[config.mk]
export PLATFORM = sky130hd
export DESIGN_NAME = swrm_queue
export DESIGN_NICKNAME = d
export VERILOG_FILES = /design/src/design/swrm_pkg.sv /design/src/design/swrm_queue.sv
export SDC_FILE = /design/constraint.sdc
export NUM_CORES = 1
export LEC_CHECK = 0
export BUFFER_PORTS_ARGS = -buffer_cell sky130_fd_sc_hd__buf_2
export CAP_MARGIN = 20
export CORE_ASPECT_RATIO = 0.9
export CORE_MARGIN = 8
export CORE_UTILIZATION = 47
export CTS_CLUSTER_SIZE = 14
export DETAILED_ROUTE_END_ITERATION = 12
export PLACE_DENSITY_LB_ADDON = 0.2
export SETUP_SLACK_MARGIN = 0.3
export SLEW_MARGIN = 0
export SYNTH_ARGS = -nofsm -noshare
export SYNTH_HDL_FRONTEND = slang
export SYNTH_SLANG_ARGS = --single-unit
[constraint.sdc]
create_clock -name i_clk -period 3.8 [get_ports i_clk]
set_clock_uncertainty 0.2 [all_clocks]
set_input_delay 0.19 -clock i_clk [delete_from_list [all_inputs] [get_ports i_clk]]
set_output_delay 0.19 -clock i_clk [all_outputs]
set_load 0.01 [all_outputs]
[src/design/swrm_pkg.sv]
`timescale 1ns / 1ps
// ----------------------------------------------------------------------------
// swrm_pkg - shared types and constants for the sliding window rate meter
// Widths, window size, item classification and the back end state encoding.
// ----------------------------------------------------------------------------
package swrm_pkg;

    localparam int WINDOW   = 64;
    localparam int TIME_W   = 48;
    localparam int PKT_W    = 16;
    localparam int OFS_W    = 8;
    localparam int SIZE_W   = 17;
    localparam int RATE_W   = 56;
    localparam int FILL_W   = $clog2(WINDOW + 1);
    localparam int PTR_W    = $clog2(WINDOW);
    localparam int MAX_SIZE = ((1 << PKT_W) - 1) + ((1 << OFS_W) - 1);
    localparam int SUM_W    = $clog2((WINDOW - 1) * MAX_SIZE + 1);

    // bits per byte times nanoseconds per second
    localparam int SCALE_W = 33;
    localparam logic [SCALE_W-1:0] BITS_NS_SCALE = 33'd8000000000;

    localparam int DVD_W = SUM_W + SCALE_W;
    localparam int CNT_W = $clog2(DVD_W + 1);
    localparam int SAT_W = (DVD_W > RATE_W) ? DVD_W : RATE_W;
    localparam logic [RATE_W-1:0] RATE_MAX = '1;

    localparam int QDEPTH = 2;
    localparam int QPTR_W = $clog2(QDEPTH);
    localparam int QCNT_W = $clog2(QDEPTH + 1);

    typedef enum logic [1:0] {
        K_FIRST,
        K_APPEND,
        K_IGNORE
    } t_kind;

    typedef struct packed {
        t_kind              kind;
        logic [TIME_W-1:0]  now;
        logic [SIZE_W-1:0]  size;
    } t_item;

    typedef enum logic [2:0] {
        S_IDLE,
        S_APPLY,
        S_EVICT,
        S_MUL,
        S_DSTART,
        S_DWAIT,
        S_OUT
    } t_back_state;

    // ring index ptr + k, wrapped at the window size (ptr < WINDOW, k <= WINDOW)
    function automatic logic [PTR_W-1:0] slot_add(input logic [PTR_W-1:0] ptr,
                                                  input logic [FILL_W-1:0] k);
        logic [FILL_W:0] s;
        s = (FILL_W + 1)'(ptr) + (FILL_W + 1)'(k);
        if (s >= (FILL_W + 1)'(WINDOW)) begin
            s = s - (FILL_W + 1)'(WINDOW);
        end
        return PTR_W'(s);
    endfunction

endpackage

[src/design/swrm_queue.sv]
`timescale 1ns / 1ps
// ----------------------------------------------------------------------------
// swrm_queue - short item queue between front and back
// Register based FIFO; full and empty come straight from the fill count.
// ----------------------------------------------------------------------------
module swrm_queue (
    input  logic            i_clk,
    input  logic            i_rst_n,
    input  logic            i_push,
    input  swrm_pkg::t_item i_item,
    output logic            o_full,
    input  logic            i_pop,
    output logic            o_valid,
    output swrm_pkg::t_item o_item
);

    swrm_pkg::t_item                r_mem [swrm_pkg::QDEPTH];
    logic [swrm_pkg::QPTR_W-1:0]    r_wr;
    logic [swrm_pkg::QPTR_W-1:0]    r_rd;
    logic [swrm_pkg::QCNT_W-1:0]    r_cnt;

    assign o_full  = (r_cnt == swrm_pkg::QCNT_W'(swrm_pkg::QDEPTH));
    assign o_valid = (r_cnt != '0);
    assign o_item  = r_mem[r_rd];

    always_ff @(posedge i_clk) begin
        if (i_push) begin
            r_mem[r_wr] <= i_item;
        end
    end

    always_ff @(posedge i_clk) begin
        if (!i_rst_n) begin
            r_wr  <= '0;
            r_rd  <= '0;
            r_cnt <= '0;
        end else begin
            if (i_push) begin
                r_wr <= (r_wr == swrm_pkg::QPTR_W'(swrm_pkg::QDEPTH - 1)) ? '0 : r_wr + 1'b1;
            end
            if (i_pop) begin
                r_rd <= (r_rd == swrm_pkg::QPTR_W'(swrm_pkg::QDEPTH - 1)) ? '0 : r_rd + 1'b1;
            end
            if (i_push && !i_pop) begin
                r_cnt <= r_cnt + 1'b1;
            end else if (i_pop && !i_push) begin
                r_cnt <= r_cnt - 1'b1;
            end
        end
    end

endmodule

# Word-level counts from Yosys, hierarchy flattened
# Memories as Yosys holds them, arrays and structs flattened. A register that Yosys moved wholly into a read port is not among the register bits.
# Index checks and enable logic that the tools add are counted.
# W data, S select, Z words.
dict set report totals {
  inputBits 71
  output_inout_bits 69
  register_bits 4
  elab_cells 23
  mem_count 1
  ramBits 134
}
dict set report classes {
  addsub 4
  n_eq_ne 1
  reduce_logical 6
  mux 8
}
# name words word_bits rd rd_ports_with_merged_regs wr line
set mem_list {}
lappend mem_list {r_mem 2 67 1 1 1 swrm_queue.sv:17} ;# swrm_pkg::t_item r_mem [swrm_pkg::QDEPTH];
# cell count
set op_table {}
lappend op_table {{$mux W1} 6}
lappend op_table {{$mux W2} 2}
lappend op_table {{$reduce_bool A2 Y1} 2}
lappend op_table {{$add A1 B1 Y1 const B} 2}
lappend op_table {{$add A2 B1 Y2 const B} 1}
lappend op_table {{$eq A2 B2 Y1 const B} 1}
lappend op_table {{$logic_and A1 B1 Y1} 2}
lappend op_table {{$logic_not A1 Y1} 2}
lappend op_table {{$sub A2 B1 Y2 const B} 1}

# Logic depth before layout (Yosys ltp)
dict set report logic_depth {
  depth_word 4
  mapped_depth 5
}

# Worst setup path before layout
# Ideal clock, no wire load.
dict set report synth_timing {
  path_type {register to register}
  from {reg r_wr}
  to {mem r_mem[0][0] in the netlist's numbering (enable)}
  t_arrival_ns 3.304
  n_path_buf 0
  slack_ns -0.205
  required_ns 3.099
  synth_period_minus_slack_ns 4.005
  path_stages_with_launch 2
  setup_time_ns 0.501
  cell_sequence {dfxtp_1 > nor2b_1}
}
# item line
set synth_rtl {}
lappend synth_rtl {{start, declared} swrm_queue.sv:18} ;# logic [swrm_pkg::QPTR_W-1:0] r_wr;
lappend synth_rtl {{start signal, assigned} swrm_queue.sv:39} ;# r_wr <= (r_wr == swrm_pkg::QPTR_W'(swrm_pkg::QDEPTH - 1)) ? '0 : r_wr + 1'b1;
lappend synth_rtl {{end, declared} swrm_queue.sv:17}
# Straight into the memory's write port.

==> qor.yml <==
outcome: "completed"
place_area_um2: 6000
path_cells: "mux2_2 > buf_2"
cts_inserted_buffers: 17
syn_inst: 230
synth_top_area_cell: "edfxtp_1"
clk_pin_slew_worst_paths_ps: 50
highest_layer: "met4"
whs_ps: 176
finalSetupViolCount: 0
cts.htree.levels: 4
drcViolationCount: 0
fin_tns_setup_ps: 0
post-dp-hpwl_mm: 6.23
critPathKind: "reg2out"
cpPeakStageDelay_ps: 1070
clk_latency_ps: 400
met3_length_um: 764
die_y_um: 115
worst_pin_slew_ps: 1080
clockBufferDepth: 2
antenna_found_initial: 0
crit_fanout: 67
power.density_nw_per_um2: 505
cts_root_buffer: "clkbuf_16"
synth.avg_cell_area_um2: 22.5
cap_violations: 0
layout_commonest_cell: "buf_2"
relSlewSlack_pct: 28.0
period_needed_ps: 2470
grt_first_pass_wirelength_mm: 16.0
fin_nets: 525
post_cts_resized: 0
worst_setup_path_end_kind: "primary output"
max_freq_ghz: 0.405
synth.top_cells.by_area: "edfxtp_1 (78%), mux2_4 (8.7%), mux2_2 (8.1%)"
arrival_ps: 2080
cts_tree: "yes"
start_util_pct: 48.0
synth_top_area_share_pct: 77.9
routabilityCongestion: 0.688
vias: 2842
cts_setup_buffers: 0
hold_buffers: 70
dieArea_um2: 14600
p_leak_nw: 2.84
wl_met2_mm: 5.19
areaGrowthSynthToFinish_pct: 39.7
grt_use_total_pct: 14.6
drt-met1-wl_mm: 4.18
die_x_um: 127
yosys_register_bits: 139
drt_iter0_drc: 151
drt_pass1_iterations: 4
core_area_um2: 10800
slew_violations: 0
ant_nets: 0
cts.sinks: 139
reg2reg_slack_ps: 1950
startpoint_type: "flop"
cp_top_family: "flip-flops"
grt_pass1_vias: 3229
critPathRequiredTime_ps: 3410
dpl.cell_count: 497
yosysWarningCount: 0
io_buffer_count: 139
wl_mm: 10.3
grt_max_degree: 68
row_count: 36
fin_cells: 599
antenna_cells: 0
ys_seq_area_share_pct: 79.8
worst_ir_drop_vdd_uv: 448
final_cell_mix: "buf_2 (139), edfxtp_1 (134), dlygate4sd3_1 (70)"
fin_util_pct: 67.1
netlist_area_um2: 5170
overflow: 0
rsz0062_at_grt: "false"
critPathBufInv: 1
ios: 140
yosysUniqueCellTypes: 19
hold_viol: 0
vias_per_cell: 4.74
wl_per_cell_um: 17.1
fin_area_um2: 7220
layout-drive-gt1-share_pct: 50.9
cp_slowest_cell: "dfxtp_4"
min_path_type: "in2reg"
finalCritPeriodShare_pct: 65.0
postSynthNetCount: 302
-- cell type report --
class	count	area (um2)
Clock buffer	28	497
Fill cell	726	3540
Clock inverter	4	20.0
Timing Repair Buffer	211	1410
Sequential cell	139	4130
Multi-Input combinational cell	83	995
Tap cell	133	166
Inverter	1	3.75
-- power by group --
group,leakage (nW),switching (mW),internal [mW],total [mW]
sequential,1.30,0.0537,1.77,1.83
combinational,1.28,0.166,0.232,0.398
clock,0.256,0.538,0.881,1.42
total,2.84,0.757,2.89,3.64
-- through the flow --
stage | total power [mW] | worst slack, ps
after floorplan | 2.05 | 1090
after detailed placement | 2.20 | 1730
after global placement | 2.19 | 1720
after CTS | 3.69 | 1280
after global routing | 3.78 | 1220
final | 3.64 | 1330
-- state kept, by name (all words and copies together) (netlist names), named ones only --
register and count:
r_cnt 2, r_rd 1, r_mem 134, r_wr 1
-- cells in the mapped netlist --
library cell / n
mux2_2: 37
a21boi_1: 1
buf_6: 3
o21a_1: 1
or2_2: 1
xor2_1: 2
inv_1: 1
edfxtp_1: 134
o21ai_0: 1
buf_2: 3
and2_1: 4
ha_1: 1
buf_4: 1
xnor2_1: 1
mux2_4: 30
or3_1: 1
and2b_2: 1
nor2b_1: 2
dfxtp_1: 5
-- cells by family after synthesis --
group	share of synthesized area, %
compound gates	0.387
xor+xnor	0.508
fa+ha+maj	0.242
buf+inv	1.16
flops	79.8
mux	16.8
simple gates	1.14
-- final timing paths --
kind,start,endpoint,cells after the start
max,flop,o_item[47],2
min,i_push,r_cnt[1]$_SDFFE_PN0P_,4
max reg2reg,r_wr$_SDFFE_PN0P_,r_wr$_SDFFE_PN0P_,4
min reg2reg,r_cnt[1]$_SDFFE_PN0P_,r_cnt[1]$_SDFFE_PN0P_,2
-- worst min-delay path, stage by stage --
cell	delay, ps
buf_2	130
ha_1	200
or3_1	140
a21boi_1	80
-- metal layers --
layer	global-route usage, %	vias to the layer above
li1	-	1353
met1	15.1	1382
met2	24.9	98
met3	7.31	9
met4	5.76	0
met5	0	-
No activity file was read; power rests on OpenSTA's default activity.
