### src/design/swrm_pkg.sv
`timescale 1ns / 1ps
// ----------------------------------------------------------------------------
// swrm_pkg - shared types and constants for the sliding window rate meter
// Widths, window size, item classification and the back end state encoding.
// ----------------------------------------------------------------------------
package swrm_pkg;

    localparam int WINDOW   = 64;
    localparam int TIME_W   = 48;
    localparam int PKT_W    = 16;
    localparam int OFS_W    = 8;
    localparam int SIZE_W   = 17;
    localparam int RATE_W   = 56;
    localparam int FILL_W   = $clog2(WINDOW + 1);
    localparam int PTR_W    = $clog2(WINDOW);
    localparam int MAX_SIZE = ((1 << PKT_W) - 1) + ((1 << OFS_W) - 1);
    localparam int SUM_W    = $clog2((WINDOW - 1) * MAX_SIZE + 1);

    // bits per byte times nanoseconds per second
    localparam int SCALE_W = 33;
    localparam logic [SCALE_W-1:0] BITS_NS_SCALE = 33'd8000000000;

    localparam int DVD_W = SUM_W + SCALE_W;
    localparam int CNT_W = $clog2(DVD_W + 1);
    localparam int SAT_W = (DVD_W > RATE_W) ? DVD_W : RATE_W;
    localparam logic [RATE_W-1:0] RATE_MAX = '1;

    localparam int QDEPTH = 2;
    localparam int QPTR_W = $clog2(QDEPTH);
    localparam int QCNT_W = $clog2(QDEPTH + 1);

    typedef enum logic [1:0] {
        K_FIRST,
        K_APPEND,
        K_IGNORE
    } t_kind;

    typedef struct packed {
        t_kind              kind;
        logic [TIME_W-1:0]  now;
        logic [SIZE_W-1:0]  size;
    } t_item;

    typedef enum logic [2:0] {
        S_IDLE,
        S_APPLY,
        S_EVICT,
        S_MUL,
        S_DSTART,
        S_DWAIT,
        S_OUT
    } t_back_state;

    // ring index ptr + k, wrapped at the window size (ptr < WINDOW, k <= WINDOW)
    function automatic logic [PTR_W-1:0] slot_add(input logic [PTR_W-1:0] ptr,
                                                  input logic [FILL_W-1:0] k);
        logic [FILL_W:0] s;
        s = (FILL_W + 1)'(ptr) + (FILL_W + 1)'(k);
        if (s >= (FILL_W + 1)'(WINDOW)) begin
            s = s - (FILL_W + 1)'(WINDOW);
        end
        return PTR_W'(s);
    endfunction

endpackage

### src/design/swrm_front.sv
`timescale 1ns / 1ps
// ----------------------------------------------------------------------------
// swrm_front - item intake and classification
// Adds the size offset, tracks the newest accepted time and tags each item
// as first, append or ignore before it enters the queue.
// ----------------------------------------------------------------------------
module swrm_front (
    input  logic                          i_clk,
    input  logic                          i_rst_n,
    input  logic                          i_valid,
    input  logic [swrm_pkg::TIME_W-1:0]   i_now_ns,
    input  logic [swrm_pkg::PKT_W-1:0]    i_pkt_size,
    input  logic                          i_cfg_valid,
    input  logic [swrm_pkg::OFS_W-1:0]    i_cfg_data,
    input  logic                          i_full,
    output logic                          o_push,
    output swrm_pkg::t_item               o_item
);

    logic [swrm_pkg::OFS_W-1:0]  r_size_offset;
    logic                        r_have;
    logic [swrm_pkg::TIME_W-1:0] r_newest;
    swrm_pkg::t_kind             kind;

    always_comb begin
        if (!r_have) begin
            kind = swrm_pkg::K_FIRST;
        end else if (i_now_ns > r_newest) begin
            kind = swrm_pkg::K_APPEND;
        end else begin
            kind = swrm_pkg::K_IGNORE;
        end
        o_item.kind = kind;
        o_item.now  = i_now_ns;
        o_item.size = swrm_pkg::SIZE_W'(i_pkt_size) + swrm_pkg::SIZE_W'(r_size_offset);
    end

    assign o_push = i_valid && !i_full;

    always_ff @(posedge i_clk) begin
        if (!i_rst_n) begin
            r_size_offset <= '0;
            r_have        <= 1'b0;
            r_newest      <= '0;
        end else begin
            if (i_cfg_valid) begin
                r_size_offset <= i_cfg_data;
            end
            // advance the newest time only for items that enter the window
            if (o_push && kind != swrm_pkg::K_IGNORE) begin
                r_have   <= 1'b1;
                r_newest <= i_now_ns;
            end
        end
    end

endmodule

### config.mk
export PLATFORM = sky130hd
export DESIGN_NAME = swrm_front
export DESIGN_NICKNAME = d
export VERILOG_FILES = /design/src/design/swrm_pkg.sv /design/src/design/swrm_front.sv
export SDC_FILE = /design/constraint.sdc
export NUM_CORES = 1
export LEC_CHECK = 0
export ABC_AREA = 1
export BUFFER_PORTS_ARGS = -buffer_cell sky130_fd_sc_hd__buf_2
export CAP_MARGIN = 20
export CORE_AREA = 2 2 127 129
export DETAILED_ROUTE_END_ITERATION = 6
export DIE_AREA = 0 0 129 131
export GPL_TIMING_DRIVEN = 1
export PLACE_DENSITY = 0.49
export SYNTH_ARGS = -nofsm -noshare
export SYNTH_HDL_FRONTEND = slang
export SYNTH_SLANG_ARGS = --single-unit
### constraint.sdc
create_clock -name i_clk -period 5.52 [get_ports i_clk]
set_input_delay 0.552 -clock i_clk [delete_from_list [all_inputs] [get_ports i_clk]]
set_output_delay 0.552 -clock i_clk [all_outputs]
set_load 0.01 [all_outputs]
=== Word-level counts from Yosys, hierarchy flattened ===
Cells that the tools add are included.

* Register bits: 57
* Input port bits: 77
* Output and inout bits: 68

* Add/subtract/negate cells: 1
* Magnitude comparators: 1
* Equal/unequal tests: 1
* Muxes and demuxes: 2
* Reductions and logical operators: 3

{| class="wikitable"
|+ Operators with widths
! cell !! number
|-
| greater-than comparator 48 bit || 1
|-
| adder 16 x 8 -> 17 bit || 1
|-
| 2-to-1 mux 2 bit || 2
|-
| logical AND 1 bit || 2
|-
| != test 2 bit (second input constant) || 1
|-
| logical NOT 1 bit || 1
|}

=== Longest topological paths before layout ===
Gate-level depths: netlist of run 1.

* Depth in word-level cells: 5
* Gate-level depth with buffers: 19
* Gate-level depth less buffers: 18

=== Worst setup path before layout of run 1 ===
OpenSTA, ideal clock, no wires.

* Kind: input-to-output
* Start point: input i_pkt_size[0] in the netlist's numbering
* End point: output o_item[14] in the netlist's numbering
* Arrival: 2.292 ns
* Slack: 2.676 ns
* Cell stages on the path: 9
* Path through: ha_1 > inv_1 > fa_1 > nand3b_1 > o211a_1 > o21ai_0 > nand2_1 > nor2_1 > xor2_1

{| class="wikitable"
|+ RTL lines
! item !! line !! RTL
|-
| from (decl) || swrm_front.sv:12 || <nowiki>input logic [swrm_pkg::PKT_W-1:0] i_pkt_size,</nowiki>
|-
| to (decl) || swrm_front.sv:17 || <nowiki>output swrm_pkg::t_item o_item</nowiki>
|}

==> qor.csv, run 1 <==
metric,value,unit
Clock power frac,0.410,
Hold Path Class,primary input to flop,
Non-Filler Instances,1001,
adder-cell share of the synthesized area,0.152,
Worst VDD drop,0.118,mV
Routed wire per std cell,10.4,µm
diode count,0,
Post-Syn Instances,696,
Pleak,2.90,nW
gpl congestion,0.740,
Post-synth EDFFs,0,
# IOs,145,
row count,46,
status,finished clean,
"count leader, synth",inv_1,
Switching Fraction,0.299,
latest clock arrival within the worst-skew pair,0.32,ns
Reg2Reg Depth,16,
mux contribution to synthesized area,0,
register area share after synthesis,0.241,
worst-margin pin slew,0.773,ns
1st-iter DRT viols,166,
async set-reset flop share out of synthesis,0,
Final Cell Area,0.00555,mm²
final WL,10400,µm
fin. max-slew vios,0,
CP Data Required Time,4.97,ns
Max Fclk,0.306,GHz
TritonCTS Buffers,9,
Die Width,129,µm
max-cap viol count,0,
hold path endpoint,r_size_offset[3],
Synth Area in XOR/XNOR,0.0258,
TritonCTS clock tree,done,
first-pass GRT wire length,17400,µm
cts repair resizes,0,
RSZ-0062 raised after global routing,no,
Hold WS,0.458,ns
Mapped Nets,830,
Pwr per Cell Area,246,mW/mm²
DR DRC count,0,
Logic pwr share,0.253,
Post-Syn Area,0.00474,mm²
Syn Area/Cell,6.82,µm²
post-CTS setup buffer count,0,
final hold vios,0,
Hold Buf Count CTS,0,
CORE AREA,0.0156,mm²
Hold Crit Start,i_cfg_data[3],
most instantiated cells after synthesis,"inv_1 (122), nand2_1 (120), nor2_1 (77), nand3_1 (60), dfxtp_1 (57)",
CP Class,flop to output pin,
Root Buffer,clkbuf_16,
DP HPWL,7690,µm
placed cell count,986,
initial antenna violation count,0,
reg-to-reg startpoint,r_newest[7],
Initial Util,0.304,
total track usage,0.127,
Via density,4.24,
count of final setup violators,0,
relative slew slack,0.484,
Cell variety after synth,33,
vias in the first global route,3837,
Final Cycle Share,0.593,
layout cell share with drive strength beyond 1,0.254,
total gr overflow,0,
post-synth top area share,0.241,
maximum clock path buffer count,2,
vias post-DR,4247,
Synth Flop Type,dfxtp_1,
pin count of the biggest net entering global routing,68,
sequential power share,0.337,
FF-to-FF End,r_newest[13],
Synth Warn #,0,
die area,0.0169,mm²
"top cells by area, synth","dfxtp_1 (24%), ha_1 (15%), inv_1 (9.7%)",
Die Ht,131,µm
First-pass DRT Iterations,4,
main combinational cell family by area after synthesis,simple AND/OR/NAND/NOR gates,
crit path DAT,2.72,ns
Synth Area in Simple Gates,0.244,
Seq cells post-synth,57,
Worst Skew,0.00677,ns
# clock sinks,57,
Compound-Gate Fraction of Synth Area,0.129,
IO Port Bufs,144,
nature of the critical path endpoint,output pin,
sw power,0.408,mW
startpoint types,flop,
reg2reg setup slack,2.61,ns
H-Tree Depth,3,
fin crit period,3.27,ns
Layout Nets,915,
"Core Util, Final",0.356,
Synth-to-Final Area Change,16.9,%
Hold Path Depth,3,
worst-path maximum fanout,3,
Worst-path clk slew,0.05,ns
Antenna Nets Post-Route,0,
setup TNS,0,ns
Placed Area,0.00525,mm²
Int Pwr,0.958,mW
largest area contributor in the netlist,dfxtp_1,
==> cells in the final DEF (no fill, tap or decap), drive strengths merged <==
cell type / count
dfxtp: 57
clkbuf: 12
nor2: 79
nand3b: 1
inv: 123
nand3: 60
nor4: 1
a32o: 1
buf: 148
bufinv: 1
o21ai: 14
ha: 56
nand2: 122
nand4: 7
o21a: 3
xnor2: 5
xor2: 9
o211a: 1
a21o: 2
a21oi: 75
nor3: 4
clkinv: 3
fa: 1
==> flip-flops by register name (all words and copies together), names as in the netlist <==
register / count
r_have: 1
r_newest: 48
r_size_offset: 8
==> per-stage QoR <==
stage,power (mW),setup WS (ns)
floorplan,0.729,2.68
global placement,0.820,2.26
detailed placement,0.818,2.26
CTS,1.39,2.22
global route,1.46,2.03
finish,1.37,2.25
==> metal layers <==
metal  GRT usage  vias up  wire (µm)
met3      0.0204       11        469
met1       0.170     1809       5310
li1            -     2315          -
met2       0.208      112       4510
met4      0.0460        0        129
met5           0        -          0
==> critical path, cell delays in order, from the launching register on <==
cell,delay (ns)
dfxtp_1,0.35
ha_1,0.17
inv_1,0.05
fa_1,0.39
nand3b_1,0.20
o211a_1,0.24
o21ai_0,0.36
nand2_1,0.16
nor2_1,0.14
xor2_1,0.18
buf_2,0.16
==> cell families (layout without fill, tap and decap cells) <==
kind of cell,Yosys count,in the layout
buf+inv,198,287
flops,57,57
fa+ha+maj,57,57
compound gates,96,96
simple gates,274,274
xor+xnor,14,14
==> final cells by class <==
| type | instances | area, µm² |
|---|---|---|
| sequential | 57 | 1140 |
| clock buffer | 12 | 256 |
| clock inverter | 3 | 40.0 |
| inverter | 124 | 465 |
| tap | 216 | 270 |
| multi-input combinational | 441 | 2620 |
| timing repair buffer | 148 | 751 |
| fill | 1698 | 10100 |
==> worst max path at each step <==
stage / from / to / slack (ns) / depth (start not counted)
after floorplan: i_pkt_size[0] / o_item[14] / 2.68 / 9
after global placement: i_now_ns[7] / r_newest[13] / 2.26 / 16
after detailed placement: i_now_ns[39] / r_newest[17] / 2.26 / 14
after CTS: r_size_offset[0] / o_item[14] / 2.22 / 10
after global routing: r_size_offset[0] / o_item[14] / 2.03 / 10
final: r_size_offset[0] / o_item[14] / 2.25 / 10
==> power by group through the flow <==
stage / Sequential, mW / Combinational, mW / Clock (mW)
final: 0.459 / 0.346 / 0.560
after global routing: 0.463 / 0.407 / 0.593
after CTS: 0.459 / 0.353 / 0.579
after detailed placement: 0.468 / 0.351 / 0
after global placement: 0.468 / 0.352 / 0
after floorplan: 0.464 / 0.265 / 0
(Power assumes the default switching activity.)
==> run 2: changes to the inputs <==
Settings changed: PLACE_DENSITY 0.49 to 0.51.
Clock period 5.52 ns to 2.7 ns, I/O delays scaled along.
==> qor.csv, run 2 (synthesized netlist as in run 1, its figures left out) <==
metric,value,unit,change
nature of the critical path endpoint,output pin,,
CP Data Required Time,2.43,ns,-2.54 ns
crit path from,r_size_offset[0],,
Reg area,0.00114,mm²,+0.11%
TritonCTS Buffers,9,,unchanged
reg-to-reg startpoint,r_newest[27],,
status,finished clean,,
row count,46,,unchanged
Die Width,129,µm,unchanged
Layout Nets,931,,+1.7%
first-pass GRT wire length,17300,µm,-0.60%
DR DRC count,0,,unchanged
Routed wire per std cell,10.5,µm,+1.3%
critical path's slowest cell,dfxtp_2,,
Die Ht,131,µm,unchanged
Worst VDD drop,0.273,mV,+130%
worst-path maximum fanout,3,,unchanged
Worst Skew,0.00569,ns,-0.00108 ns
crit-path max cell delay,0.34,ns,-0.05 ns
relative slew slack,0.592,,+0.108
critical path's top delay family,adder cells,,
final WL,10700,µm,+3.0%
placed cell count,993,,+0.71%
"most common cell after layout, fill and taps aside",buf_2,,
gpl congestion,0.772,,+4.3%
H-Tree Depth,3,,unchanged
crit path capture,o_item[12],,
total track usage,0.128,,+0.000658
worst-margin pin slew,0.612,ns,-0.162 ns
final hold vios,0,,unchanged
Antenna Nets Post-Route,0,,unchanged
pin count of the biggest net entering global routing,56,,-18%
latest clock arrival within the worst-skew pair,0.33,ns,about the same
Buf/Inv on CP,3,,+1
layout cell share with drive strength beyond 1,0.281,,+0.0274
DP HPWL,7950,µm,+3.5%
count of final setup violators,0,,unchanged
fin crit period,2.58,ns,
CP Class,flop to output pin,,
Root Buffer,clkbuf_16,,
# clock sinks,57,,unchanged
reg2reg setup slack,0.36,ns,-2.25 ns
fin. max-slew vios,0,,unchanged
Synth-to-Final Area Change,21.9,%,
IO Port Bufs,144,,unchanged
vias in the first global route,3830,,-0.18%
crit path DAT,2.31,ns,-0.41 ns
Hold Buf Count CTS,0,,unchanged
max reg flops,48,,unchanged
vias post-DR,4277,,+0.71%
Pwr per Cell Area,491,mW/mm²,+99%
largest registers,"r_newest: 48 flops, r_size_offset: 8 flops, r_have: 1 flops",,
die area,0.0169,mm²,unchanged
total gr overflow,0,,unchanged
Non-Filler Instances,1018,,+1.7%
Largest Register,r_newest,,
CP Cell Sequence,ha_4 -> inv_2 -> fa_2 -> nand3b_1 -> o211a_1 -> o21ai_1 -> buf_4 -> nand4_1 -> xor2_1 -> buf_2,,
1st-iter DRT viols,161,,-3.0%
Pleak,3.01,nW,+3.7%
Worst-path clk slew,0.05,ns,about the same
WP depth,10,,unchanged
Placed Area,0.00535,mm²,+2.0%
# IOs,145,,unchanged
multi-input logic area,0.00269,mm²,+2.7%
startpoint types,flop,,
Max Fclk,0.387,GHz,
maximum clock path buffer count,2,,unchanged
CORE AREA,0.0156,mm²,unchanged
Initial Util,0.304,,unchanged
max-cap viol count,0,,unchanged
most frequent cells in the layout,"buf_2 (144), inv_1 (121), nand2_1 (119)",,
FF-to-FF End,r_newest[17],,
initial antenna violation count,0,,unchanged
Reg2Reg Depth,17,,+1
Hold Path Class,primary input to flop,,
Via density,4.20,,-0.98%
TritonCTS clock tree,done,,
Final Cell Area,0.00578,mm²,+4.3%
# fillers,1685,,-0.77%
Final Cycle Share,0.956,,
First-pass DRT Iterations,4,,unchanged
-- run 2: cell count changes in the layout (fill, tap and decap cells not counted), sizes merged --
cell / delta
diode: +1
nand2: +1
buf: +15
-- run 2: final cells by class --
cell class,instances,share of cell area
multi-input combinational,442,0.465
inverter,124,0.0805
clock buffer,12,0.0444
clock inverter,3,0.00692
timing repair buffer,163,0.158
tap,216,0.0467
sequential,57,0.198
antenna,1,0.000433
-- run 2: how the worst min path moves through the flow --
stage                              from  cells past startpoint  slack, ns               end
final                     i_cfg_data[0]                      3       0.16  r_size_offset[0]
after global routing      i_cfg_data[0]                      3       0.16  r_size_offset[0]
after CTS                 i_cfg_data[0]                      3       0.15  r_size_offset[0]
after detailed placement   r_newest[46]                      2       0.47      r_newest[46]
after global placement     r_newest[46]                      2       0.46      r_newest[46]
after floorplan           i_cfg_data[0]                      2       0.40  r_size_offset[0]
-- run 2: worst register-to-register path, stage by stage, from the launching register on --
cell and delay (ns):
dfxtp_1 0.33, inv_1 0.05, ha_1 0.28, nand2_1 0.06, inv_2 0.05, nand3_1 0.08, nor3_2 0.21, nand2_1 0.11
nor2_2 0.13, nand2_1 0.06, nand3_1 0.11, nand2_4 0.11, nand2_8 0.10, buf_4 0.16, buf_12 0.18, nand3_1 0.09
nand2_1 0.07, nor2_1 0.05
-- run 2: repair_timing --
item,CTS,global route
resized for setup,7,10
pin swaps,5,8
gates cloned,0,1
setup buffers,3,5
endpoints found under the setup margin,3,9
-- run 2: where the power goes --
| group | internal [mW] | switching [mW] |
|---|---|---|
| logic | 0.329 | 0.423 |
| clock network | 0.755 | 0.389 |
| registers | 0.905 | 0.0374 |
| total | 1.99 | 0.849 |
-- run 2: per-stage QoR --
| step | utilization | TNS [ns] | hold slack, ns | power, mW | setup WS [ns] |
|---|---|---|---|---|---|
| 5_1_grt | 0.371 | -0.000178 | 0.161 | 3.05 | -0.000178 |
| 4_1_cts | 0.365 | -0.00690 | 0.148 | 2.88 | -0.00690 |
| 3_3_place_gp | 0.343 | 0 | 0.462 | 1.69 | 0.260 |
| 2_1_floorplan | - | 0 | 0.405 | 1.49 | 0.380 |
| 3_5_place_dp | 0.343 | 0 | 0.469 | 1.69 | 0.264 |
| 6_report | 0.371 | 0 | 0.163 | 2.84 | 0.119 |
-- run 2: per-layer routing --
layer  routed length (µm)  GRT usage  vias to the layer above  part of all wire
li1                     -          -                     2348                 -
met1                 5220      0.159                     1812              0.49
met2                 4770      0.213                      109              0.44
met3                  620     0.0419                        8             0.058
met4                  114     0.0345                        0             0.011
met5                    0          0                        -                 0
==> run 3: changes to the inputs <==
Settings changed: CELL_PAD_IN_SITES_DETAIL_PLACEMENT set to 0, CELL_PAD_IN_SITES_GLOBAL_PLACEMENT set to 1, PLACE_DENSITY 0.51 to 0.7.
==> qor.csv, run 3 (synthesized netlist as in run 1, its figures left out) <==
metric,value,unit,change
Root Buffer,clkbuf_16,,
total track usage,0.129,,+0.00174
critical path's top delay family,adder cells,,
worst-path maximum fanout,3,,unchanged
Hold Buf Count CTS,0,,unchanged
Non-Filler Instances,1023,,+0.49%
DR DRC count,0,,unchanged
Worst Skew,0.00593,ns,+0.000238 ns
crit path DAT,2.29,ns,-0.02 ns
fin crit period,2.56,ns,-0.0206 ns
critical path's slowest cell,dfxtp_2,,
Buf/Inv on CP,3,,unchanged
layout cell share with drive strength beyond 1,0.290,,+0.00942
Max Fclk,0.391,GHz,+0.81%
Pleak,3.02,nW,+0.20%
relative slew slack,0.561,,-0.0309
Routed wire per std cell,10.5,µm,-0.16%
Die Width,129,µm,unchanged
CORE AREA,0.0156,mm²,unchanged
TritonCTS clock tree,done,,
Hold WS,0.159,ns,-0.00377 ns
Worst-path clk slew,0.05,ns,about the same
Pwr per Cell Area,490,mW/mm²,-0.17%
total gr overflow,0,,unchanged
gpl congestion,0.739,,-4.3%
Largest Register,r_newest,,
final hold vios,0,,unchanged
status,finished clean,,
setup TNS,0,ns,unchanged
First-pass DRT Iterations,6,,+2
# IOs,145,,unchanged
Antenna Nets Post-Route,0,,unchanged
H-Tree Depth,3,,unchanged
nature of the critical path endpoint,output pin,,
latest clock arrival within the worst-skew pair,0.33,ns,about the same
CP Class,flop to output pin,,
1st-iter DRT viols,152,,-5.6%
Via density,4.23,,+0.65%
final WL,10800,µm,+0.33%
row count,46,,unchanged
first-pass GRT wire length,17400,µm,+0.72%
die area,0.0169,mm²,unchanged
worst-margin pin slew,0.658,ns,+0.0463 ns
crit-path max cell delay,0.34,ns,about the same
# clock sinks,57,,unchanged
Synth-to-Final Area Change,22.4,%,
Initial Util,0.304,,unchanged
IO Port Bufs,144,,unchanged
RSZ-0062 raised after global routing,yes,,
fin. max-slew vios,0,,unchanged
# fillers,1721,,+2.1%
Die Ht,131,µm,unchanged
most frequent cells in the layout,"buf_2 (143), inv_1 (120), nand2_1 (119)",,
pin count of the biggest net entering global routing,58,,+3.6%
startpoint types,flop,,
placed cell count,991,,-0.20%
maximum clock path buffer count,2,,unchanged
max-cap viol count,0,,unchanged
CP Data Required Time,2.43,ns,about the same
Hold Path Class,primary input to flop,,
reg2reg setup slack,0.31,ns,-0.05 ns
"most common cell after layout, fill and taps aside",buf_2,,
vias post-DR,4326,,+1.1%
initial antenna violation count,2,,+2
CP Cell Sequence,ha_4 -> inv_2 -> fa_2 -> nand3b_1 -> o211a_1 -> o21ai_1 -> buf_4 -> nand4_1 -> xor2_1 -> buf_2,,
count of final setup violators,0,,unchanged
"Core Util, Final",0.372,,+0.00176
Final Cycle Share,0.948,,-0.00764
DP HPWL,7840,µm,-1.4%
largest registers,"r_newest: 48 flops, r_size_offset: 8 flops, r_have: 1 flops",,
vias in the first global route,3820,,-0.26%
TritonCTS Buffers,9,,unchanged
Layout Nets,935,,+0.43%
max reg flops,48,,unchanged
Worst VDD drop,0.256,mV,-6.3%
[run 3: changes by cell type in the layout (fill, tap and decap cells not counted), moves of 2 or more]
cell,before,now
dfxtp_1,56,53
buf_4,15,19
dfxtp_2,1,4
clkinv_2,2,4
[run 3: repair_timing]
action,in CTS,in global routing
buffers inserted,2,12
pin swaps,5,12
gates cloned,0,1
setup endpoints to repair,3,10
gates resized for setup,7,12
[run 3: tightest hold or removal path, stage by stage]
cell,delay (ns)
buf_2,0.07
nor2_1,0.03
nor2_1,0.08
[run 3: metal layers]
metal,wire (µm),global-route usage,share of wire
met1,5300,0.160,0.49
met3,642,0.0448,0.060
met5,13,0,0.0012
met2,4730,0.215,0.44
met4,83,0.0364,0.0077
[run 3: final cells by class]
class	instances	area, µm²	area share
clock buffer	10	239	0.0411
clock inverter	6	57.6	0.00991
sequential	57	1150	0.197
antenna	1	2.50	0.000431
tap	216	270	0.0465
multi-input combinational	442	2680	0.461
timing repair buffer	167	950	0.163
inverter	124	465	0.0801
[run 3: final timing paths]
check	start	end	depth (start not counted)
worst max-delay path	r_size_offset[0]	o_item[12]	10
worst min-delay path	i_cfg_data[6]	r_size_offset[6]	3
worst max register to register	r_newest[27]	r_newest[26]	16
worst min register to register	r_newest[8]	r_newest[8]	2
[run 3: stage by stage]
step | total power [mW] | cell area, µm² | setup slack, ns
2_1_floorplan | 1.49 | 4740 | 0.380
3_3_place_gp | 1.69 | 5340 | 0.256
3_5_place_dp | 1.69 | 5340 | 0.234
4_1_cts | 2.87 | 5660 | 0.00188
5_1_grt | 3.06 | 5810 | -0.0558
6_report | 2.85 | 5810 | 0.139
[run 3: report_power, final]
| part | leakage, nW | switching (mW) | internal [mW] |
|---|---|---|---|
| Clock | 0.148 | 0.411 | 0.732 |
| Combinational | 2.40 | 0.426 | 0.337 |
| Sequential | 0.472 | 0.0363 | 0.905 |
